### config.mk
export PLATFORM = sky130hd
export DESIGN_NAME = mfde_ctrl
export DESIGN_NICKNAME = d
export VERILOG_FILES = /design/src/rtl/mfde_pkg.sv /design/src/rtl/mfde_ctrl.sv
export VERILOG_INCLUDE_DIRS = /design/src /design/src/rtl
export SDC_FILE = /design/constraint.sdc
export NUM_CORES = 1
export LEC_CHECK = 0
export ABC_AREA = 1
export BUFFER_PORTS_ARGS = -buffer_cell sky130_fd_sc_hd__buf_2
export CORE_ASPECT_RATIO = 1.1
export CORE_MARGIN = 1.5
export CORE_UTILIZATION = 48
export CTS_BUF_LIST = sky130_fd_sc_hd__clkbuf_8
export DETAILED_ROUTE_END_ITERATION = 10
export PLACE_DENSITY = 0.84
export SLEW_MARGIN = 20
export SYNTH_ARGS = -nofsm -noshare
export SYNTH_HDL_FRONTEND = slang
export SYNTH_SLANG_ARGS = --single-unit
### constraint.sdc
create_clock -name clk -period 1.5 [get_ports clk]
set_input_delay 0.3 -clock clk [delete_from_list [all_inputs] [get_ports clk]]
set_output_delay 0.3 -clock clk [all_outputs]
set_load 0.02 [all_outputs]
### src/rtl/mono_framebuffer_draw_engine_defines.svh
// Assertion macros used by the draw engine controller.
`ifndef MONO_FRAMEBUFFER_DRAW_ENGINE_DEFINES_SVH
`define MONO_FRAMEBUFFER_DRAW_ENGINE_DEFINES_SVH

// Same-cycle implication, checked on every rising edge out of reset.
`define MFDE_ASSERT_SAME(lbl, ante, cons) \
  lbl: assert property (@(posedge clk) disable iff (!rst_n) (ante) |-> (cons)) \
    else $error("mfde: same-cycle check failed");

// Next-cycle implication.
`define MFDE_ASSERT_NEXT(lbl, ante, cons) \
  lbl: assert property (@(posedge clk) disable iff (!rst_n) (ante) |=> (cons)) \
    else $error("mfde: next-cycle check failed");

`endif

### src/rtl/mfde_pkg.sv
// Shared types, command codes, font table and helpers of the draw engine.
`default_nettype none
package mfde_pkg;

  typedef enum logic [2:0] {
    CMD_CLEAR   = 3'd0,
    CMD_PIXEL   = 3'd1,
    CMD_FILL    = 3'd2,
    CMD_OUTLINE = 3'd3,
    CMD_CHAR    = 3'd4,
    CMD_ORIGIN  = 3'd5,
    CMD_TEXT    = 3'd6,
    CMD_READ    = 3'd7
  } cmd_t;

  localparam int          CRD_W        = 18;
  localparam int          GLYPH_COUNT  = 95;
  localparam logic [2:0]  GLYPH_LCOL   = 3'd4;
  localparam logic [2:0]  GLYPH_LROW   = 3'd6;
  localparam logic [1:0]  OUTLINE_LAST = 2'd3;
  localparam logic [7:0]  CODE_FIRST   = 8'h20;
  localparam logic [7:0]  CODE_LAST    = 8'h7E;
  localparam logic [7:0]  CODE_SUBST   = 8'h3F;
  localparam logic [7:0]  CODE_NEWLINE = 8'h0A;

  typedef struct packed {
    logic       load;
    logic       box_calc;
    logic       clip;
    logic       mem_rd;
    logic       mem_wr;
    logic       adv;
    logic       rd_cmd;
    logic       out_load;
    logic [2:0] gcol;
    logic [2:0] grow;
  } dp_ctrl_t;

  typedef struct packed {
    cmd_t cmd;
    logic glyph_skip;
    logic box_empty;
    logic iter_last;
  } dp_stat_t;

  // Five columns per glyph, column 0 in the top byte; bit 0 is the top row.
  localparam logic [39:0] FONT_ROM [GLYPH_COUNT] = '{
    40'h0000000000, 40'h00005F0000, 40'h0007000700, 40'h147F147F14, 40'h242A7F2A12,
    40'h2313086462, 40'h3649552250, 40'h0005030000, 40'h001C224100, 40'h0041221C00,
    40'h14083E0814, 40'h08083E0808, 40'h0050300000, 40'h0808080808, 40'h0060600000,
    40'h2010080402, 40'h3E5149453E, 40'h00427F4000, 40'h4261514946, 40'h2141454B31,
    40'h1814127F10, 40'h2745454539, 40'h3C4A494930, 40'h0171090503, 40'h3649494936,
    40'h064949291E, 40'h0036360000, 40'h0056360000, 40'h0814224100, 40'h1414141414,
    40'h0041221408, 40'h0201510906, 40'h324979413E, 40'h7E1111117E, 40'h7F49494936,
    40'h3E41414122, 40'h7F4141221C, 40'h7F49494941, 40'h7F09090901, 40'h3E4149497A,
    40'h7F0808087F, 40'h00417F4100, 40'h2040413F01, 40'h7F08142241, 40'h7F40404040,
    40'h7F0204027F, 40'h7F0408107F, 40'h3E4141413E, 40'h7F09090906, 40'h3E4151215E,
    40'h7F09192946, 40'h4649494931, 40'h01017F0101, 40'h3F4040403F, 40'h1F2040201F,
    40'h3F4038403F, 40'h6314081463, 40'h0708700807, 40'h6151494543, 40'h007F414100,
    40'h0204081020, 40'h0041417F00, 40'h0402010204, 40'h4040404040, 40'h0001020400,
    40'h2054545478, 40'h7F48444438, 40'h3844444420, 40'h384444487F, 40'h3854545418,
    40'h087E090102, 40'h0C5252523E, 40'h7F08040478, 40'h00447D4000, 40'h2040443D00,
    40'h7F10284400, 40'h00417F4000, 40'h7C04180478, 40'h7C08040478, 40'h3844444438,
    40'h7C14141408, 40'h081414187C, 40'h7C08040408, 40'h4854545420, 40'h043F444020,
    40'h3C4040207C, 40'h1C2040201C, 40'h3C4030403C, 40'h4428102844, 40'h0C5050503C,
    40'h4464544C44, 40'h0008364100, 40'h00007F0000, 40'h0041360800, 40'h1008081008
  };

  function automatic logic [7:0] font_column(logic [6:0] g, logic [2:0] c);
    logic [39:0] e;
    e = FONT_ROM[g];
    unique case (c)
      3'd0:    font_column = e[39:32];
      3'd1:    font_column = e[31:24];
      3'd2:    font_column = e[23:16];
      3'd3:    font_column = e[15:8];
      default: font_column = e[7:0];
    endcase
  endfunction

  function automatic logic [6:0] glyph_index(logic [7:0] code);
    logic [7:0] c;
    c = (code < CODE_FIRST || code > CODE_LAST) ? CODE_SUBST : code;
    glyph_index = 7'(c - CODE_FIRST);
  endfunction

  function automatic logic signed [15:0] sat16(logic signed [CRD_W-1:0] v);
    if (v > 18'sd32767)       sat16 = 16'sh7FFF;
    else if (v < -18'sd32768) sat16 = 16'sh8000;
    else                      sat16 = v[15:0];
  endfunction

endpackage
`default_nettype wire

### src/rtl/mfde_ctrl.sv
// Controller: request sequencing, box stepping, read-modify-write timing, result register.
`default_nettype none
`include "mono_framebuffer_draw_engine_defines.svh"
module mfde_ctrl (
  input  wire logic               clk,
  input  wire logic               rst_n,
  input  wire logic               in_valid,
  output logic                    in_ready,
  input  wire logic [2:0]         in_cmd,
  input  wire logic [7:0]         in_char_code,
  output logic                    out_valid,
  input  wire logic               out_ready,
  output mfde_pkg::dp_ctrl_t      ctl,
  input  wire mfde_pkg::dp_stat_t st
);
  import mfde_pkg::*;

  typedef enum logic [2:0] {
    S_IDLE, S_BOX, S_CLIP, S_RD, S_WR, S_NEXT, S_RDB, S_DONE
  } state_t;

  state_t     state_r;
  logic       init_r;
  logic       out_valid_r;
  logic [2:0] gcol_r, grow_r;
  logic       last_box;

  always_comb begin
    if (st.cmd == CMD_OUTLINE) begin
      last_box = (grow_r[1:0] == OUTLINE_LAST);
    end else if (st.cmd == CMD_CHAR || st.cmd == CMD_TEXT) begin
      last_box = (gcol_r == GLYPH_LCOL) && (grow_r == GLYPH_LROW);
    end else begin
      last_box = 1'b1;
    end
  end

  always_comb begin
    ctl          = '0;
    ctl.gcol     = gcol_r;
    ctl.grow     = grow_r;
    ctl.load     = (state_r == S_IDLE) && in_valid;
    ctl.box_calc = (state_r == S_BOX);
    ctl.clip     = (state_r == S_CLIP);
    ctl.mem_rd   = (state_r == S_RD) || (state_r == S_RDB);
    ctl.rd_cmd   = (state_r == S_RDB);
    ctl.mem_wr   = (state_r == S_WR);
    ctl.adv      = (state_r == S_WR);
    ctl.out_load = (state_r == S_DONE) && !init_r && (!out_valid_r || out_ready);
  end

  always_ff @(posedge clk) begin
    if (!rst_n) begin
      state_r     <= S_BOX;
      init_r      <= 1'b1;
      out_valid_r <= 1'b0;
      gcol_r      <= '0;
      grow_r      <= '0;
    end else begin
      if (out_valid_r && out_ready) begin
        out_valid_r <= 1'b0;
      end
      unique case (state_r)
        S_IDLE: begin
          if (in_valid) begin
            gcol_r <= '0;
            grow_r <= '0;
            priority if (cmd_t'(in_cmd) == CMD_READ) begin
              state_r <= S_RDB;
            end else if (cmd_t'(in_cmd) == CMD_ORIGIN) begin
              state_r <= S_DONE;
            end else if (cmd_t'(in_cmd) == CMD_TEXT && in_char_code == CODE_NEWLINE) begin
              state_r <= S_DONE;
            end else begin
              state_r <= S_BOX;
            end
          end
        end
        S_BOX:  state_r <= st.glyph_skip ? S_NEXT : S_CLIP;
        S_CLIP: state_r <= st.box_empty ? S_NEXT : S_RD;
        S_RD:   state_r <= S_WR;
        S_WR:   state_r <= st.iter_last ? S_NEXT : S_RD;
        S_NEXT: begin
          if (last_box) begin
            state_r <= S_DONE;
          end else begin
            state_r <= S_BOX;
            // step down a glyph column, then move to the next column
            if ((st.cmd == CMD_CHAR || st.cmd == CMD_TEXT) && grow_r == GLYPH_LROW) begin
              grow_r <= '0;
              gcol_r <= gcol_r + 3'd1;
            end else begin
              grow_r <= grow_r + 3'd1;
            end
          end
        end
        S_RDB:  state_r <= S_DONE;
        S_DONE: begin
          if (init_r) begin
            init_r  <= 1'b0;
            state_r <= S_IDLE;
          end else if (!out_valid_r || out_ready) begin
            out_valid_r <= 1'b1;
            state_r     <= S_IDLE;
          end
        end
        default: state_r <= S_IDLE;
      endcase
    end
  end

  assign in_ready  = (state_r == S_IDLE);
  assign out_valid = out_valid_r;

  `MFDE_ASSERT_NEXT(a_rd_then_wr, state_r == S_RD, state_r == S_WR)
  `MFDE_ASSERT_SAME(a_no_overrun, ctl.out_load, !out_valid_r || out_ready)
  `MFDE_ASSERT_SAME(a_init_blocks, init_r, !in_ready)
  `MFDE_ASSERT_NEXT(a_load_leaves_idle, ctl.load, state_r != S_IDLE)

endmodule
`default_nettype wire

---- After elaboration in Yosys (flattened, before gate mapping) ----
Cells that the tools add are included.
word-level totals
  bits in registers ....................... 11
  input bits .............................. 21
  word-level logic and storage cells ...... 69
  output and inout port bits .............. 16
cells by class
  equal/unequal tests ..................... 21
  $add $sub $neg .......................... 2
  mux-type cells .......................... 24
  reductions and logical operators ........ 17
operators by type and width
  cell                                                   count
  two-way mux 3 bit                                      15
  == test 3 bit, second input constant                   11
  case mux 3 bit (8 select lines)                        1
  case mux 3 bit (2 select lines)                        2
  == test 3 x 2 -> 1 bit, second input constant          3
  == test 8 x 4 -> 1 bit, second input constant          1
  logical AND 1 bit                                      7
  adder 3 x 1 -> 3 bit, second input constant            2
  two-way mux 1 bit                                      6
  inequality test 2 bit, second input constant           3
  AND reduction 4 bit                                    1
  == test 3 x 1 -> 1 bit, second input constant          1
  logical NOT 3 bit                                      1
  logical OR 1 bit                                       3
  inequality test 3 x 2 -> 1 bit, second input constant  1
  AND reduction 3 bit                                    1
  == test 2 bit, second input constant                   1
  logical NOT 1 bit                                      2
  AND reduction 2 bit                                    1
  nonzero test 2 bit                                     1

---- Depth between registers and ports, before layout ----
Gate-level depths: netlist of the first run.
  depth after elaboration ................. 7
  depth in mapped cells ................... 9
  gate-level depth less buffers ........... 9

---- Least setup slack after synthesis of the first run ----
No wires, ideal clock.
  path kind ............................... flip-flop to flip-flop
  start point ............................. reg state_r[1]
  end point ............................... reg state_r[1]
  stages on the path, launching flop included .. 9
  data required time ...................... 1.436 ns
  arrival ................................. 1.387 ns
  period minus slack after synthesis ...... 1.451 ns
  buffers on the path ..................... 0
  setup time .............................. 0.064 ns
  slack ................................... 0.049 ns
  cells stage by stage .................... dfxtp_1 inv_1 nor3_1 nand2_1 nand2_1 nor2_1 nand2_1 nor2_1 nor2_1
RTL lines
  element                 RTL line         RTL
  from (decl)             mfde_ctrl.sv:22  state_t state_r;
  from (signal assigned)  mfde_ctrl.sv:79  S_BOX: state_r <= st.glyph_skip ? S_NEXT : S_CLIP;
  from (signal assigned)  mfde_ctrl.sv:80  S_CLIP: state_r <= st.box_empty ? S_NEXT : S_RD;
  from (signal assigned)  mfde_ctrl.sv:82  S_WR: state_r <= st.iter_last ? S_NEXT : S_RD;

==> results of run 1 <==
-- through the flow --
step,hold slack (ns),total power (uW)
floorplan,0.369,962
CTS,0.287,1520
detailed placement,0.495,1160
finish,0.293,1590
global placement,0.464,1150
global route,0.303,1700
-- timing repair --
item	4_1_cts	5_1_grt
buffers inserted	1	0
hold buffers	0	0
setup endpoints to repair	4	10
pin swaps	1	1
resized for setup	11	11
-- synth_stat cells --
master,instances
a211oi_1,1
a21oi_1,7
buf_4,1
dfxtp_1,11
ha_1,4
inv_1,22
inv_2,2
nand2_1,37
nand2_2,3
nand3_1,4
nand3_2,3
nand3b_1,1
nand4_1,2
nor2_1,20
nor2_2,2
nor3_1,6
nor3_2,1
o21ai_0,5
o21ai_1,1
o21bai_1,1
or2_2,1
xnor2_1,1
-- state kept, by name (all words and copies together), names as in the netlist --
name	flops
gcol_r	3
out_valid	1
init_r	1
state_r	3
grow_r	3
-- report_power, final --
group	internal, uW	switching, uW
Sequential	369	89.5
Combinational	304	532
Clock	180	117
-- how the worst max path moves through the flow --
| stage | endpoint | start | depth (start not counted) |
|---|---|---|---|
| 2_1_floorplan | state_r[1] | state_r[1] | 8 |
| 3_3_place_gp | ctl[6] | state_r[2] | 5 |
| 3_5_place_dp | ctl[6] | state_r[2] | 5 |
| 4_1_cts | ctl[13] | state_r[2] | 6 |
| 5_1_grt | ctl[11] | state_r[1] | 3 |
| 6_report | ctl[6] | state_r[0] | 5 |
-- layout make-up --
class	instances	area, sq um	share of cell area (%)
multi-input cells	100	527	46.9
inverters	24	95.1	8.46
clock buffers	3	41.3	3.67
well taps	17	21.3	1.89
flip-flops and latches	11	233	20.7
repair buffers	38	203	18.0
clock inverters	1	3.75	0.334
-- layer usage --
layer / vias up / wire length (microns) / global-route usage, %
li1: 506 / - / -
met1: 440 / 926 / 29.1
met2: 41 / 1160 / 42.5
met3: 6 / 131 / 4.71
met4: 0 / 51 / 10.0
met5: - / 0 / 0
-- cell families (layout without fill, tap and decap cells) --
family,count (synthesis),count (layout),synth area share (%)
flip-flops,11,11,26.9
AO/OA/AOI/OAI,15,15,9.79
adder cells (fa/ha/maj),4,4,6.12
buffers and inverters,25,66,11.9
AND/OR/NAND/NOR,80,80,44.2
XOR/XNOR,1,1,1.07
==> flow_summary.toml, run 1 <==
[synthesis]
syn_inst = 136
synth_cell_types = 22
yosysWarnings = 0
synth_largest_area_cell = "dfxtp_1"
syn_nets = 161
ys_seq_area_share_pct = 26.9
yosys.area.top_type_share_pct = 26.9
synth.avg_cell_area_sq_um = 6.02
ys_ff_latch = 11
yosys-top-cells-area = "dfxtp_1 (27%), nand2_1 (17%), inv_1 (10%)"
netlist_area_sq_um = 818

[critical_path]
critPathCaptureType = "output pin"
reg2reg_from = "gcol_r[0]"
cp_data_required_time_ns = 1.20
crit_fanout = 5
r2r-end = "gcol_r[0]"
cp_top_family = "flip-flops"
crit_arrival_ns = 1.16
cp-start-kind = "register"
crit_path_cell_trace = "nand2_2, nor2_4, nand2_2, nor2_1, buf_4"
rrSetupSlack_ns = 0.13
crit_buf_inv = 1
crit_type = "reg2out"
timing.critical_path.mode_cell = "nand2_2"
slowest_stage = "dfxtp_4"
r2r_cells = 9
slowest_delay_ns = 0.39

[run]
drv_cap = 0

[floorplan]
core_area_sq_um = 1580
die_w_microns = 42.4
initial_core_util_pct = 51.9
pin_count = 37
dieHeight_microns = 46.3
die_area_sq_um = 1960
rows = 15

[placement]
dp_cells = 189
placed_area_sq_um = 1020
port_buffers = 36
routabilityCongestion = 0.875
dp_slack_ns = 0.109
dp_hpwl_microns = 1610

[layout]
final_layout_size_suffix_gt1_share_pct = 35.0
nets = 203
final_common_cell = "nand2_1"
final_cell_mix = "nand2_1 (35), buf_2 (33), inv_1 (22)"
fillers = 124
area_growth_pct = 37.3
fin_util_pct = 71.3
design_area_sq_um = 1120
n_antenna_cell = 0
instances_no_fill = 194

[pwr]
peakVddDrop_mv = 0.859
powerDensity_nw_per_um2 = 1420
p_leak_uw = 0.000639

[detailed_routing]
drc_errors = 0
viasPerCell = 5.12
dr.pass1.iters = 5
antenna_left = 0
num_vias = 993
drtIter0Drc = 28
avgRoutedWirePerCell_microns = 11.7
drt-total-wl_microns = 2260

[global_routing]
gr-total-overflow = 0
grt_pass1_vias = 872
antenna_found_initial = 0
grt_max_degree = 8
grt_usage_pct = 24.1
grt_first_pass_wirelength_microns = 3550

[hold_path]
hold-path-cell-count = 2
hold_path.startpoint = "rst_n"
hp-class = "in2reg"
worstHoldEndpoint = "state_r[0]"

[sta]
finalSetupViolations = 0
fin_skew_ns = 0.00226
postLayoutSetupSlackWorst_ns = 0.0353
period_minus_slack_ns = 1.46
final_max_slew_viol_count = 0
setup_tns_ns = 0
hold_viol = 0
max_freq_mhz = 683
tightest_slew_ns = 0.288
fin_crit_sh_pct = 97.6
max_slew_margin_pct = 80.7
grt_setup_unrepaired = "true"

[cts]
clock-sinks = 11
h-tree-depth = 1
clk_path_buf_depth = 2
cts-buffers-inserted = 3
tritoncts = "done"
clock_latency_ns = 0.24
clk_pin_slew_worst_paths_ns = 0.05
cts_root_buffer = "clkbuf_8"

[run_status]
status = "complete, no violations"
(Power assumes the default switching activity.)
==> run 2: changes to the inputs <==
- CTS_CLUSTER_SIZE: unset -> 30
- SETUP_SLACK_MARGIN: unset -> 0.15
==> flow_summary.toml, run 2 (synthesis results as in run 1) <==
[floorplan]
initial_core_util_pct = 51.9
dieHeight_microns = 46.3
die_area_sq_um = 1960
die_w_microns = 42.4
rows = 15
pin_count = 37
core_area_sq_um = 1580

[detailed_routing]
dr_wl_met2_microns = 2180
avgRoutedWirePerCell_microns = 21.4
drt-total-wl_microns = 4610
antenna_left = 0
wl_met1_microns = 1430
met3WireLength_microns = 552
viasPerCell = 6.33
drtIter0Drc = 83
dr.pass1.iters = 6
drc_errors = 0
top_layer_used = "met4"
num_vias = 1360

[cts]
clk_pin_slew_worst_paths_ns = 0.06
h-tree-depth = 1
ctsHoldBuffers = 0
tritoncts = "done"
clk_path_buf_depth = 2
cts-buffers-inserted = 3
clock_latency_ns = 0.24
cts_root_buffer = "clkbuf_8"
clock-sinks = 11

[sta]
finalSetupViolations = 4
final_max_slew_viol_count = 0
period_minus_slack_ns = 1.56
hold_viol = 0
grt_setup_unrepaired = "true"
tightest_slew_ns = 0.443
postLayoutSetupSlackWorst_ns = -0.0584
max_slew_margin_pct = 70.3
max_freq_mhz = 642
fin_skew_ns = 0.00447
fin_crit_sh_pct = 104

[global_routing]
grt_max_degree = 7
grt_first_pass_wirelength_microns = 4380
gr-total-overflow = 0
grt_pass1_vias = 1050
antenna_found_initial = 0
grt_usage_pct = 30.1

[critical_path]
cp-start-kind = "register"
reg2reg_from = "grow_r[0]"
crit_cells = 9
crit_arrival_ns = 1.68
r2r_cells = 9
crit_type = "reg2reg"
slowest_delay_ns = 0.34
cp_data_required_time_ns = 1.62
critPathCaptureType = "register"
crit_buf_inv = 1
worstSetupStartpoint = "grow_r[0]"
crit_path_cell_trace = "inv_2, ha_4, nand2_4, o21ai_4, nand2_2, nand2_2, nand2_2, nand2_1, a21oi_1"
cp_top_family = "simple AND/OR/NAND/NOR gates"
slowest_stage = "dfxtp_2"
crit_fanout = 3
rrSetupSlack_ns = -0.06
timing.critical_path.mode_cell = "nand2_2"

[hold_path]
hold_path.startpoint = "rst_n"
hold-path-cell-count = 2
hp-class = "in2reg"

[pwr]
p_leak_uw = 0.000790
total_power_uw = 2480
powerDensity_nw_per_um2 = 1630
peakVddDrop_mv = 1.51

[placement]
routabilityCongestion = 0.836
dp_hpwl_microns = 1620
port_buffers = 36

[layout]
area_growth_pct = 85.6
final_cell_mix = "buf_2 (27), nand2_1 (25), buf_4 (20)"
nets = 224
reg_top3 = "gcol_r x3, grow_r x3, state_r x3"
fin_util_pct = 96.3
n_antenna_cell = 0
final_common_cell = "buf_2"
final_layout_size_suffix_gt1_share_pct = 57.6

[run_status]
status = "finished with violations"
violations = "setup timing"

[run]
drv_cap = 0
## run 2: final cells by class
cell class	count	area, sq um
multi-input cells	100	684
flip-flops and latches	11	236
clock buffers	3	41.3
repair buffers	59	424
inverters	24	108
well taps	17	21.3
clock inverters	1	3.75
fillers	34	57.6
## run 2: routing by layer
layer  global-route usage (%)  vias up
met5                        0        -
met4                     13.8        0
met3                     5.88       61
met2                     56.6      139
met1                     32.9      608
li1                         -      552
## run 2: metrics by stage
step	hold slack [ns]	instances	setup TNS (ns)	setup slack [ns]	cell area, sq um
floorplan	0.369	136	0	0.121	828
global placement	0.466	190	0	0.151	1040
detailed placement	0.477	190	0	0.0921	1040
CTS	0.290	209	0	0.0973	1330
global route	0.313	215	-0.299	-0.102	1520
finish	0.320	215	-0.166	-0.0584	1520
## run 2: worst paths after layout
path	to
worst min-delay path	state_r[0]
worst min register to register	grow_r[1]
worst max-delay path	grow_r[2]
worst max register to register	grow_r[2]
## run 2: timing repair
action | in CTS | in global routing
setup buffers | 15 | 6
endpoints found under the setup margin | 15 | 18
hold endpoints to repair | 0 | 0
resized for setup | 43 | 43
pin swaps | 9 | 21
## run 2: where the power goes
part	internal [uW]	total (uW)	leakage [uW]	switching, uW
Combinational	719	1720	0.000670	996
Sequential	369	460	0.0000929	91.5
Clock	181	307	0.0000269	126
==> run 3: changes to the inputs <==
- REMOVE_ABC_BUFFERS: unset -> 1
==> flow_summary.toml, run 3 (synthesis results as in run 1) <==
[run_status]
status = "finished with violations"
violations = "DRC"

[pwr]
p_switching_uw = 1030
p_leak_uw = 0.000741
peakVddDrop_mv = 0.866
pwr-share-comb_pct = 63.3
p_sw_share_pct = 48.4
pwr-share-seq_pct = 22.5
powerDensity_nw_per_um2 = 1530
p_int_uw = 1100
p_clk_share_pct = 14.1

[cts]
clk_pin_slew_worst_paths_ns = 0.05
h-tree-depth = 1
clk_path_buf_depth = 2
tritoncts = "done"
clock_latency_ns = 0.24
cts_root_buffer = "clkbuf_8"
clock-sinks = 11
cts-buffers-inserted = 3

[critical_path]
cp-start-kind = "register"
crit_fanout = 3
slowest_stage = "dfxtp_2"
r2r_cells = 8
rrSetupSlack_ns = 0.03
reg2reg_from = "gcol_r[0]"
crit_arrival_ns = 1.63
cp_top_family = "compound AO/OA/AOI/OAI gates"
crit_type = "reg2reg"
slowest_delay_ns = 0.32
r2r-end = "grow_r[2]"
critPathCaptureType = "register"
crit_buf_inv = 1
worstSetupStartpoint = "gcol_r[0]"
cp_data_required_time_ns = 1.66
crit_path_cell_trace = "inv_2, ha_4, nand2_4, o21ai_4, nand3_2, nand2_2, nand2_1, a21oi_2"

[detailed_routing]
dr_wl_met2_microns = 1770
avgRoutedWirePerCell_microns = 16.8
drtIter0Drc = 52
drc_errors = 1
met3WireLength_microns = 239
dr.pass1.iters = 7
top_layer_used = "met4"
wl_met1_microns = 1310
viasPerCell = 5.67
drt-total-wl_microns = 3460
num_vias = 1167
antenna_left = 0

[floorplan]
die_area_sq_um = 1960
core_area_sq_um = 1580
initial_core_util_pct = 51.9
dieHeight_microns = 46.3
rows = 15
die_w_microns = 42.4
pin_count = 37

[global_routing]
grt_max_degree = 8
grt_pass1_vias = 1000
gr-total-overflow = 0
antenna_found_initial = 0
grt_first_pass_wirelength_microns = 4310
grt_usage_pct = 29.3

[sta]
hold_viol = 0
max_freq_mhz = 680
finalSetupViolations = 0
period_minus_slack_ns = 1.47
fin_skew_ns = 0.00426
max_slew_margin_pct = 70.6
tightest_slew_ns = 0.436
setup_tns_ns = 0
final_max_slew_viol_count = 0
grt_setup_unrepaired = "true"
fin_crit_sh_pct = 98.0

[layout]
final_layout_size_suffix_gt1_share_pct = 54.5
instances_no_fill = 206
reg_top3 = "gcol_r x3, grow_r x3, state_r x3"
nets = 215
n_antenna_cell = 0
area_growth_pct = 70.8
final_cell_mix = "buf_2 (30), nand2_1 (26), inv_1 (16), nor2_1 (16), buf_4 (15)"
design_area_sq_um = 1400
final_common_cell = "buf_2"

[hold_path]
hp-class = "in2reg"
worstHoldEndpoint = "init_r"
hold_path.startpoint = "rst_n"
hold-path-cell-count = 2

[placement]
routabilityCongestion = 0.879
dp_hpwl_microns = 1600
placed_area_sq_um = 1010
port_buffers = 36
dp_cells = 188

[run]
drv_cap = 0
-- run 3: layer usage --
metal | track usage (%) | up-vias
li1 | - | 530
met4 | 11.3 | 0
met5 | 0 | -
met3 | 6.67 | 20
met1 | 35.0 | 537
met2 | 51.7 | 80
-- run 3: worst max path at each step --
stage	endpoint	slack, ns	cells after the start
finish	grow_r[2]	0.03	8
global route	grow_r[2]	-0.02	8
CTS	ctl[13]	0.09	6
detailed placement	ctl[6]	0.11	5
global placement	ctl[6]	0.15	5
floorplan	state_r[2]	-0.005	8
-- run 3: power groups by stage --
stage | logic, uW | clock network [uW] | registers (uW)
finish | 1350 | 301 | 481
global route | 1420 | 318 | 487
CTS | 1030 | 298 | 453
detailed placement | 730 | 0 | 422
global placement | 714 | 0 | 418
floorplan | 535 | 0 | 421
-- run 3: timing repair --
action                                  CTS  global route
gates resized for setup                  34            41
hold buffers                              0             0
endpoints found under the setup margin   14            18
buffers inserted                          7             7
cloned                                    0             0
pin swaps                                 6            17
-- run 3: worst reg2reg max path, cell delays in order (launching register included) --
cell and delay, ns:
dfxtp_2 0.32, inv_2 0.08, ha_4 0.14, nand2_4 0.06
o21ai_4 0.23, nand3_2 0.12, nand2_2 0.13, nand2_1 0.11
a21oi_2 0.20
-- run 3: area by class of cell --
cell class | instances | area, sq um
clock buffers | 3 | 41.3
clock inverters | 1 | 5.00
fillers | 74 | 179
inverters | 24 | 100
multi-input cells | 100 | 671
flip-flops and latches | 11 | 240
well taps | 17 | 21.3
repair buffers | 50 | 319
-- run 3: per-stage QoR --
step | hold slack (ns) | utilization, % | total power [uW] | setup WS, ns
after floorplan | 0.369 | - | 955 | -0.00547
after global placement | 0.469 | 64.2 | 1130 | 0.146
after detailed placement | 0.479 | 64.2 | 1150 | 0.115
after CTS | 0.292 | 76.7 | 1780 | 0.0938
after global routing | 0.329 | 88.7 | 2230 | -0.0174
final | 0.320 | 88.7 | 2130 | 0.0301
